[config.mk]
export PLATFORM = sky130hd
export DESIGN_NAME = led_blink_code_sequencer_flat
export DESIGN_NICKNAME = d
export VERILOG_FILES = /design/src/rtl/lbcs_pkg.sv /design/src/rtl/lbcs_ifs.sv /design/src/rtl/led_blink_code_sequencer.sv /design/src/flat_wrapper.sv
export SDC_FILE = /design/constraint.sdc
export NUM_CORES = 1
export LEC_CHECK = 0
export ABC_AREA = 0
export BUFFER_PORTS_ARGS = -buffer_cell sky130_fd_sc_hd__buf_2
export CORE_MARGIN = 2
export CORE_UTILIZATION = 36
export CTS_CLUSTER_SIZE = 8
export DETAILED_ROUTE_END_ITERATION = 16
export SETUP_SLACK_MARGIN = 0.5
export SYNTH_ARGS = -nofsm -noshare
export SYNTH_HDL_FRONTEND = slang
export SYNTH_SLANG_ARGS = --single-unit
export TNS_END_PERCENT = 1
[constraint.sdc]
create_clock -name clk -period 4.5 [get_ports clk]
set_clock_uncertainty 0.15 [all_clocks]
set_input_delay 0.9 -clock clk [delete_from_list [all_inputs] [get_ports clk]]
set_output_delay 0.9 -clock clk [all_outputs]
set_load 0.005 [all_outputs]
[src/rtl/lbcs_pkg.sv]
// Package for the LED blink code sequencer: phase codes, register indexes,
// field widths and reset values. No dependencies.
package lbcs_pkg;

  // Field and register widths
  localparam int ERR_W      = 16;
  localparam int RAW_W      = ERR_W + 1;
  localparam int BEAT_W     = 10;
  localparam int TIMER_W    = 12;
  localparam int CFG_IDX_W  = 1;
  localparam int CFG_DATA_W = 16;

  // Default code width searched for the leading one
  localparam int CODE_BITS_DEF = 16;

  // A long symbol lasts this many beats
  localparam int LONG_BEATS = 3;

  // Register reset values
  localparam logic [BEAT_W-1:0] BEAT_RESET = 10'd200;
  localparam logic [ERR_W-1:0]  ERR_RESET  = 16'd0;

  // Register indexes on the write port
  localparam logic [CFG_IDX_W-1:0] REG_ERROR_CODE = 1'd0;
  localparam logic [CFG_IDX_W-1:0] REG_BEAT_TICKS = 1'd1;

  // Sequencer phases
  typedef enum logic [2:0] {
    PH_IDLE       = 3'd0,
    PH_HEAD       = 3'd1,
    PH_LEAD_LONG  = 3'd2,
    PH_LEAD_SHORT = 3'd3,
    PH_BIT_ON     = 3'd4,
    PH_SYM_OFF    = 3'd5,
    PH_TAIL       = 3'd6
  } phase_t;

endpackage

[src/rtl/lbcs_ifs.sv]
// Valid/ready channels of the LED blink code sequencer: tick requests in,
// LED results out. No dependencies.
interface lbcs_tick_if;
  logic valid;
  logic ready;
  logic tick;
  logic run;

  modport source (output valid, output tick, output run, input ready);
  modport sink   (input valid, input tick, input run, output ready);
endinterface

interface lbcs_led_if;
  logic valid;
  logic ready;
  logic led;
  logic pattern_end;

  modport source (output valid, output led, output pattern_end, input ready);
  modport sink   (input valid, input led, input pattern_end, output ready);
endinterface

[src/rtl/led_blink_code_sequencer.sv]
// LED blink code sequencer top level: phase state, beat timer, code latch
// and result register. Depends on lbcs_pkg and the channels in lbcs_ifs.
//
//   channel    dir   handshake          payload
//   tick_ch    in    valid/ready        tick, run
//   led_ch     out   valid/ready        led, pattern_end
//   cfg_*      in    cfg_we, no wait    cfg_addr, cfg_wdata
//
// One request per cycle: the phase, timer and code update is a single pass
// of logic from the state registers into the result register.
// A request is taken whenever the result register is empty or being read,
// so a stalled result holds off input only while the stall lasts.
// Synchronous reset rst: phase idle, counters zero, error_code 0,
// beat_ticks 200, no result pending. No clearing pass.
module led_blink_code_sequencer #(
  parameter int CODE_BITS = lbcs_pkg::CODE_BITS_DEF
) (
  input  logic                             clk,
  input  logic                             rst,
  input  logic                             cfg_we,
  input  logic [lbcs_pkg::CFG_IDX_W-1:0]   cfg_addr,
  input  logic [lbcs_pkg::CFG_DATA_W-1:0]  cfg_wdata,
  lbcs_tick_if.sink                        tick_ch,
  lbcs_led_if.source                       led_ch
);

  localparam int WW    = CODE_BITS + 1;
  localparam int IDX_W = $clog2(WW);
  localparam int EXT_W = (WW > lbcs_pkg::RAW_W) ? WW : lbcs_pkg::RAW_W;

  // Configuration registers
  logic signed [lbcs_pkg::ERR_W-1:0] error_code;
  logic [lbcs_pkg::BEAT_W-1:0]       beat_ticks;

  // Sequencer state
  lbcs_pkg::phase_t             phase, phase_next;
  logic [lbcs_pkg::TIMER_W-1:0] phase_timer, phase_timer_next;
  logic [IDX_W-1:0]             bit_index, bit_index_next;
  logic [WW-1:0]                work_code, work_code_next;

  // Result register
  logic out_valid;
  logic out_led, out_led_next;
  logic out_end, out_end_next;

  logic in_acc;

  // Working signals
  lbcs_pkg::phase_t             cur_phase;
  logic [lbcs_pkg::TIMER_W-1:0] timer_base, timer_inc, beat1, beat3, len;
  logic [lbcs_pkg::BEAT_W-1:0]  beat;
  logic                         cur_bit;
  logic [lbcs_pkg::RAW_W-1:0]   raw_code;
  logic [EXT_W-1:0]             raw_ext;
  logic [WW-1:0]                work_latch;
  logic [IDX_W-1:0]             idx_latch;
  logic                         code_pos;

  // Input handshake: result register empty or draining
  assign tick_ch.ready = !out_valid || led_ch.ready;
  assign in_acc        = tick_ch.valid && tick_ch.ready;

  assign led_ch.valid       = out_valid;
  assign led_ch.led         = out_led;
  assign led_ch.pattern_end = out_end;

  // Configuration writes
  always_ff @(posedge clk) begin
    if (rst) begin
      error_code <= lbcs_pkg::ERR_RESET;
      beat_ticks <= lbcs_pkg::BEAT_RESET;
    end else if (cfg_we) begin
      case (cfg_addr)
        lbcs_pkg::REG_ERROR_CODE: error_code <= cfg_wdata[lbcs_pkg::ERR_W-1:0];
        lbcs_pkg::REG_BEAT_TICKS: beat_ticks <= cfg_wdata[lbcs_pkg::BEAT_W-1:0];
        default: ;
      endcase
    end
  end

  // Code latch: sign fold and leading-one search
  always_comb begin
    code_pos = !error_code[lbcs_pkg::ERR_W-1] && (|error_code);
    if (code_pos) begin
      raw_code = {1'b0, error_code};
    end else if (error_code == '0) begin
      raw_code = '0;
    end else begin
      raw_code = lbcs_pkg::RAW_W'(1) - {error_code[lbcs_pkg::ERR_W-1], error_code};
    end
    raw_ext    = EXT_W'(raw_code);
    work_latch = raw_ext[WW-1:0];
    idx_latch  = '0;
    for (int i = 0; i < WW; i++) begin
      if (work_latch[i]) idx_latch = IDX_W'(i);
    end
  end

  // Phase length in ticks
  always_comb begin
    beat      = (beat_ticks == '0) ? lbcs_pkg::BEAT_W'(1) : beat_ticks;
    beat1     = lbcs_pkg::TIMER_W'(beat);
    beat3     = beat1 * lbcs_pkg::TIMER_W'(lbcs_pkg::LONG_BEATS);
    cur_phase = (phase == lbcs_pkg::PH_IDLE) ? lbcs_pkg::PH_HEAD : phase;
    cur_bit   = work_code[bit_index];
    if (cur_phase == lbcs_pkg::PH_LEAD_LONG ||
        (cur_phase == lbcs_pkg::PH_BIT_ON && cur_bit)) begin
      len = beat3;
    end else begin
      len = beat1;
    end
    timer_base = (phase == lbcs_pkg::PH_IDLE) ? '0 : phase_timer;
    timer_inc  = timer_base + lbcs_pkg::TIMER_W'(1);
  end

  // Next state and result
  always_comb begin
    phase_next       = cur_phase;
    phase_timer_next = timer_base;
    bit_index_next   = bit_index;
    work_code_next   = work_code;
    out_end_next     = 1'b0;
    if (!tick_ch.run) begin
      phase_next       = lbcs_pkg::PH_IDLE;
      phase_timer_next = '0;
      bit_index_next   = '0;
      work_code_next   = '0;
    end else if (tick_ch.tick) begin
      phase_timer_next = timer_inc;
      if (timer_inc >= len) begin
        phase_timer_next = '0;
        case (cur_phase)
          lbcs_pkg::PH_HEAD: begin
            work_code_next = work_latch;
            bit_index_next = idx_latch;
            phase_next     = code_pos ? lbcs_pkg::PH_LEAD_LONG
                                      : lbcs_pkg::PH_LEAD_SHORT;
          end
          lbcs_pkg::PH_LEAD_LONG,
          lbcs_pkg::PH_LEAD_SHORT,
          lbcs_pkg::PH_BIT_ON: begin
            phase_next = lbcs_pkg::PH_SYM_OFF;
          end
          lbcs_pkg::PH_SYM_OFF: begin
            if (bit_index != '0) begin
              bit_index_next = bit_index - IDX_W'(1);
              phase_next     = lbcs_pkg::PH_BIT_ON;
            end else begin
              phase_next = lbcs_pkg::PH_TAIL;
            end
          end
          lbcs_pkg::PH_TAIL: begin
            phase_next   = lbcs_pkg::PH_HEAD;
            out_end_next = 1'b1;
          end
          default: phase_next = lbcs_pkg::PH_HEAD;
        endcase
      end
    end
    out_led_next = (phase_next == lbcs_pkg::PH_LEAD_LONG ||
                    phase_next == lbcs_pkg::PH_LEAD_SHORT ||
                    phase_next == lbcs_pkg::PH_BIT_ON);
  end

  // State update on each accepted request
  always_ff @(posedge clk) begin
    if (rst) begin
      phase       <= lbcs_pkg::PH_IDLE;
      phase_timer <= '0;
      bit_index   <= '0;
      work_code   <= '0;
    end else if (in_acc) begin
      phase       <= phase_next;
      phase_timer <= phase_timer_next;
      bit_index   <= bit_index_next;
      work_code   <= work_code_next;
    end
  end

  // Result register
  always_ff @(posedge clk) begin
    if (rst) begin
      out_valid <= 1'b0;
    end else if (in_acc) begin
      out_valid <= 1'b1;
    end else if (led_ch.ready) begin
      out_valid <= 1'b0;
    end
  end

  always_ff @(posedge clk) begin
    if (in_acc) begin
      out_led <= out_led_next;
      out_end <= out_end_next;
    end
  end

endmodule

[src/flat_wrapper.sv]
// flat-port wrapper written by rule: the top's interface ports become plain ports
module led_blink_code_sequencer_flat 
#(
  parameter int CODE_BITS = lbcs_pkg::CODE_BITS_DEF
)
  (clk, rst, cfg_we, cfg_addr, cfg_wdata, tick_ch_valid, tick_ch_tick, tick_ch_run, tick_ch_ready, led_ch_valid, led_ch_led, led_ch_pattern_end, led_ch_ready);
  lbcs_tick_if tick_ch_i ();
  lbcs_led_if led_ch_i ();
  input  logic clk;
  input  logic rst;
  input  logic cfg_we;
  input  logic [lbcs_pkg::CFG_IDX_W-1:0] cfg_addr;
  input  logic [lbcs_pkg::CFG_DATA_W-1:0] cfg_wdata;
  input wire logic [$bits(tick_ch_i.valid)-1:0] tick_ch_valid;
  input wire logic [$bits(tick_ch_i.tick)-1:0] tick_ch_tick;
  input wire logic [$bits(tick_ch_i.run)-1:0] tick_ch_run;
  output wire logic [$bits(tick_ch_i.ready)-1:0] tick_ch_ready;
  output wire logic [$bits(led_ch_i.valid)-1:0] led_ch_valid;
  output wire logic [$bits(led_ch_i.led)-1:0] led_ch_led;
  output wire logic [$bits(led_ch_i.pattern_end)-1:0] led_ch_pattern_end;
  input wire logic [$bits(led_ch_i.ready)-1:0] led_ch_ready;
  assign tick_ch_i.valid = tick_ch_valid;
  assign tick_ch_i.tick = tick_ch_tick;
  assign tick_ch_i.run = tick_ch_run;
  assign tick_ch_ready = tick_ch_i.ready;
  assign led_ch_valid = led_ch_i.valid;
  assign led_ch_led = led_ch_i.led;
  assign led_ch_pattern_end = led_ch_i.pattern_end;
  assign led_ch_i.ready = led_ch_ready;
  led_blink_code_sequencer #(.CODE_BITS(CODE_BITS)) u_core (.clk(clk), .rst(rst), .cfg_we(cfg_we), .cfg_addr(cfg_addr), .cfg_wdata(cfg_wdata), .tick_ch(tick_ch_i), .led_ch(led_ch_i));
endmodule
; ---- Word level (Yosys, flattened, before mapping)
; Index checks and enable logic that the tools add are counted.
[word_totals]
regBits = 66
input_bits = 24
output_inout_bits = 4
word_cells = 96
[op_classes]
add_sub_neg = 3
multipliers = 1
magnitude_cmp = 2
eq_ne = 14
mux = 45
bitwise_logic = 1
reduce_logical = 21
[ops]
columns = cell, n
row1 = two-way mux 17 bit, 6
row2 = two-way mux 12 bit, 5
row3 = two-way mux 4 bit, 8
row4 = two-way mux 5 bit, 5
row5 = two-way mux 3 bit, 8
row6 = subtractor 2 x 16 -> 17 bit (first input constant), 1
row7 = zero test 16 bit, 1
row8 = OR reduction 16 bit, 1
row9 = adder 12 x 1 -> 12 bit (second input constant), 1
row10 = == test 3 x 2 -> 1 bit (second input constant), 4
row11 = == test 3 bit (second input constant), 4
row12 = >= comparator 12 bit, 1
row13 = multiplier 10 x 2 -> 12 bit (second input constant), 1
row14 = zero test 10 bit, 1
row15 = two-way mux 10 bit, 1
row16 = one-hot mux 5 bit (2 select lines), 1
row17 = one-hot mux 3 bit (3 select lines), 1
row18 = < comparator 5 x 6 -> 1 bit (second input constant), 1
row19 = two-way mux 1 bit, 6
row20 = two-way mux 2 bit, 3
row21 = binary-select mux 1 bit (select 5 bit), 1
row22 = AND reduction 5 bit, 1
row23 = nonzero test 5 bit, 1
row24 = subtractor 5 x 1 -> 5 bit (second input constant), 1
row25 = other kinds (15), 23

; ---- Logic depth before layout (Yosys ltp)
[depth]
depth_word = 23
ltp_mapped = 23
ltp_nobuf = 22

; ---- Worst setup path before layout
; No wires, ideal clock.
[synth_timing]
path_kind = register to register
start = register u_core.beat_ticks[8] (netlist name)
end = register u_core.work_code[1]
setup_ns = 0.060
arrival_ns = 4.561
t_required_ns = 4.290
slack_ns = -0.270
path_stages_with_launch = 23
n_path_buf = 1
period_less_slack_ns = 4.770
cell_sequence = dfxtp_1 > inv_1 > ha_1 > nand4_1 > nor3_1 > nor2_1 > ha_1 > nand2_1 > o21ai_0 > a31oi_1 > o21ai_0 > a31oi_1 > xnor2_1 > nand2b_1 > ha_1 > a211oi_1 > a32oi_1 > and2_1 > o21ai_1 > o31ai_1 > a21oi_1 > clkbuf_1 > a22o_1
[synth_between]
elab_chain_cells = 7
[synth_lines]
columns = element, line_no
row1 = from (decl), led_blink_code_sequencer.sv:33  ; logic [lbcs_pkg::BEAT_W-1:0] beat_ticks;
row2 = from (signal assigned), led_blink_code_sequencer.sv:71  ; beat_ticks <= lbcs_pkg::BEAT_RESET;
row3 = from (signal assigned), led_blink_code_sequencer.sv:75  ; lbcs_pkg::REG_BEAT_TICKS: beat_ticks <= cfg_wdata[lbcs_pkg::BEAT_W-1:0];
row4 = zero test 10 bit, led_blink_code_sequencer.sv:101  ; beat = (beat_ticks == '0) ? lbcs_pkg::BEAT_W'(1) : beat_ticks;
row5 = two-way mux 10 bit *, led_blink_code_sequencer.sv:101
row6 = multiplier 10 x 2 -> 12 bit, led_blink_code_sequencer.sv:103  ; beat3 = beat1 * lbcs_pkg::TIMER_W'(lbcs_pkg::LONG_BEATS);
row7 = two-way mux 12 bit *, led_blink_code_sequencer.sv:106  ; if (cur_phase == lbcs_pkg::PH_LEAD_LONG ||
row8 = >= comparator 12 bit *, led_blink_code_sequencer.sv:130  ; if (timer_inc >= len) begin
row9 = != test 2 x 1 -> 1 bit (no source line) *, n/a
row10 = AND reduction 4 bit (no source line) *, n/a
row11 = to (signal assigned), led_blink_code_sequencer.sv:176  ; work_code <= work_code_next;
row12 = to (decl), led_blink_code_sequencer.sv:39  ; logic [WW-1:0] work_code, work_code_next;
; Every way passes the cells marked *; elsewhere a longest branch is shown, timed or not.
; A chain may end at the register's enable or synchronous reset.

; ---- Final worst setup path
[layout_timing]
start = register u_core.beat_ticks[4] (netlist name)
end = register u_core.work_code[1]
; Same word-level chain as after synthesis.

==> impl_metrics.toml <==
[status]
status = "finished, final reports clean"

[drt]
post_drt_via_cell_ratio = 5.44
drtIter0Drc = 244
drc = 0
wl_per_cell_microns = 15.1
vias = 4382
drt_wl_total_microns = 12100
ant_nets = 0
first_pass_iters = 5

[timing]
grt_setup_unrepaired = "yes"
relSlewSlack_pct = 27.0
finalSetupTns_ns = 0
worst_slew_pin_slew_ns = 1.08
slew_viol_final = 0
finalHoldViolCount = 0
post-route-min-period_ns = 4.38
timing.final.crit_share_pct = 97.3
finalSetupViolations = 0
fin_ws_ns = 0.123
fmax_mhz = 228

[final_layout]
stdcell_area_sq_mm = 0.00570
mostFrequentLayoutCells = "89 x nand2_1, 56 x dfxtp_1, 50 x a21oi_1"
final_common_cell = "nand2_1"
area_delta_synth_final_pct = 24.8
nNetsFinal = 683
num-fill-cells = 1229
antennaDiodeCount = 0
final_util_pct = 45.6
drive_gt1_share_pct = 24.1

[critical_path]
crit_end = "u_core.work_code[1]"
reg2reg_slack_ns = 0.12
critical_path_required_ns = 4.63
timing.rr.end = "u_core.work_code[1]"
crit_path_start_kind = "flop"
worstPathArrival_ns = 4.51
cp_max_fo = 8
r2r-start = "u_core.beat_ticks[4]"
endpoint_kind = "flop"
crit_start = "u_core.beat_ticks[4]"
worst-r2r-cell-count = 22
critical_path_class = "flop to flop"

[synth]
ys_ff_latch = 66
ys_types = 62
synth_area_per_cell_sq_um = 7.69
synth_cells = 594
yosys-top-cells-area = "dfxtp_1 28%, ha_1 7.9%, nand2_1 7.3%"
ys_warn_count = 0
syn_area_sq_mm = 0.00457
synth-seq-area-share_pct = 29.4
ys_async_sr_fraction_pct = 0
synth-edff-count = 2
yosysTopAreaCell = "dfxtp_1"
syn_nets = 648
synth_top_area_share_pct = 28.0
ys.flop_type = "dfxtp_1"

[global_route]
grt_pass1_vias = 3959
grt_overflow = 0
grt_util_all_layers_pct = 17.8
grt_first_pass_wirelength_microns = 19300
grt_antenna_before_repair = 0
grt_max_degree = 44

[pwr]
p_per_area_mw_per_mm2 = 296
ir_drop_mv = 0.168
power_mw = 1.69
power.leakage_nw = 2.17

[placement]
dpl.hpwl_microns = 8670
gp_congestion = 0.877
preCtsSetupSlack_ns = -0.0700
numPortBuffers = 27
placed_area_sq_mm = 0.00497

[die]
die_w_microns = 117
die_h_microns = 117
initial_core_util_pct = 36.5
row_count = 41
io_pins = 28
coreArea_sq_mm = 0.0125
dieArea_sq_mm = 0.0136

[min_path]
min_path_type = "flop to flop"

[job]
cap_violations = 0

[clock_tree]
cts_tree = "done"
clkSinkCount = 66
cts_made_buffers = 9
cts_hold_buf = 0
clk_latency_ns = 0.34
clk_transition_reported_paths_ns = 0.06
ctsRootBufferMaster = "clkbuf_16"
h-tree-depth = 3
cts_buffer_depth = 2
==> sequential cells by signal, indices dropped and copies added, names as in the netlist <==
signal,count
u_core.beat_ticks,10
u_core.led_ch.led,1
u_core.work_code,17
u_core.phase_timer,12
u_core.led_ch.valid,1
u_core.error_code,16
u_core.led_ch.pattern_end,1
u_core.bit_index,5
u_core.phase,3
==> synth_stat cells (3+ instances only) <==
| library cell | n |
|---|---|
| nor2b_1 | 7 |
| o31ai_1 | 5 |
| a31oi_1 | 8 |
| nand2b_1 | 12 |
| o2bb2ai_1 | 8 |
| xnor2_1 | 20 |
| a22o_1 | 9 |
| a21o_1 | 5 |
| a21oi_1 | 56 |
| inv_1 | 27 |
| o21ai_1 | 6 |
| and3_1 | 4 |
| clkbuf_1 | 29 |
| and2_1 | 5 |
| a211oi_1 | 4 |
| or3_1 | 6 |
| ha_1 | 29 |
| a22oi_1 | 7 |
| o21ai_0 | 26 |
| nor2_1 | 54 |
| nor4_1 | 5 |
| buf_1 | 3 |
| nand2_1 | 89 |
| o211ai_1 | 4 |
| a32o_1 | 3 |
| nand3_1 | 12 |
| mux2i_1 | 3 |
| nand4_1 | 4 |
| a311oi_1 | 3 |
| nor3_1 | 11 |
| dfxtp_1 | 64 |
| xor2_1 | 13 |
| mux4_2 | 4 |
| a32oi_1 | 4 |
| buf_6 | 3 |
==> through the flow <==
step,std cells,hold WS (ns)
2_1_floorplan,594,0.277
3_3_place_gp,773,0.290
3_5_place_dp,773,0.297
4_1_cts,796,0.311
5_1_grt,806,0.329
6_report,806,0.314
==> power breakdown <==
part | internal (mW) | total [mW] | switching (mW) | leakage (nW)
clock network | 0.535 | 0.804 | 0.268 | 0.171
logic | 0.109 | 0.262 | 0.152 | 1.46
registers | 0.602 | 0.624 | 0.0223 | 0.541
==> area by class of cell <==
cell class                      count  area, sq um  area share [%]
Inverter                           28          105            1.84
Timing Repair Buffer               59          383            6.71
Multi-Input combinational cell    465         3300            57.9
Sequential cell                    66         1350            23.7
Clock inverter                      5         82.6            1.45
Tap cell                          172          215            3.77
Clock buffer                       11          264            4.63
==> repair_timing <==
action / in CTS / in global routing
setup buffers: 7 / 10
pin swaps: 12 / 61
endpoints found under the setup margin: 37 / 39
gates cloned: 0 / 0
resized for setup: 12 / 49
==> worst min-delay path by stage <==
stage,start,end,slack (ns),cells after the start
final,u_core.work_code[12],u_core.work_code[12],0.31,1
after floorplan,u_core.work_code[10],u_core.work_code[10],0.28,1
after global routing,u_core.work_code[10],u_core.work_code[10],0.33,1
after global placement,u_core.work_code[15],u_core.work_code[15],0.29,1
after CTS,u_core.work_code[6],u_core.work_code[6],0.31,1
after detailed placement,u_core.work_code[6],u_core.work_code[6],0.30,1
==> cell families after synthesis <==
group                      count (synthesis)  synth area share [%]
and+or+nand+nor                          226                  23.2
AOI/OAI and AO/OA                        166                  23.6
DFF                                       66                  29.4
buffers and inverters                     63                  5.67
xor gates and xnor gates                  33                  6.33
adders and majority gates                 30                  8.38
muxes                                     10                  3.45
==> critical path, cell delays in order, from the launching register on <==
cell and delay, ns:
dfxtp_2 0.34, inv_2 0.04, ha_1 0.18, nand4_1 0.14, nor3_4 0.09, nor2_2 0.17, inv_2 0.06, fa_2 0.36
nor2b_2 0.15, o21ai_1 0.07, nand2b_1 0.13, a31oi_4 0.12, o21ai_4 0.19, a21oi_2 0.08, or2_4 0.24, ha_4 0.29
a211oi_4 0.07, a32oi_2 0.23, and2_4 0.20, o21ai_4 0.06, or4_4 0.58, nor2_4 0.21, a22o_1 0.17
==> per-layer routing <==
| metal | wire [microns] | vias to the layer above | track usage (%) |
|---|---|---|---|
| li1 | - | 2188 | - |
| met1 | 5710 | 2100 | 24.3 |
| met2 | 5850 | 84 | 28.4 |
| met3 | 438 | 10 | 3.22 |
| met4 | 142 | 0 | 6.12 |
| met5 | 0 | - | 0 |
(Power assumes the default switching activity.)
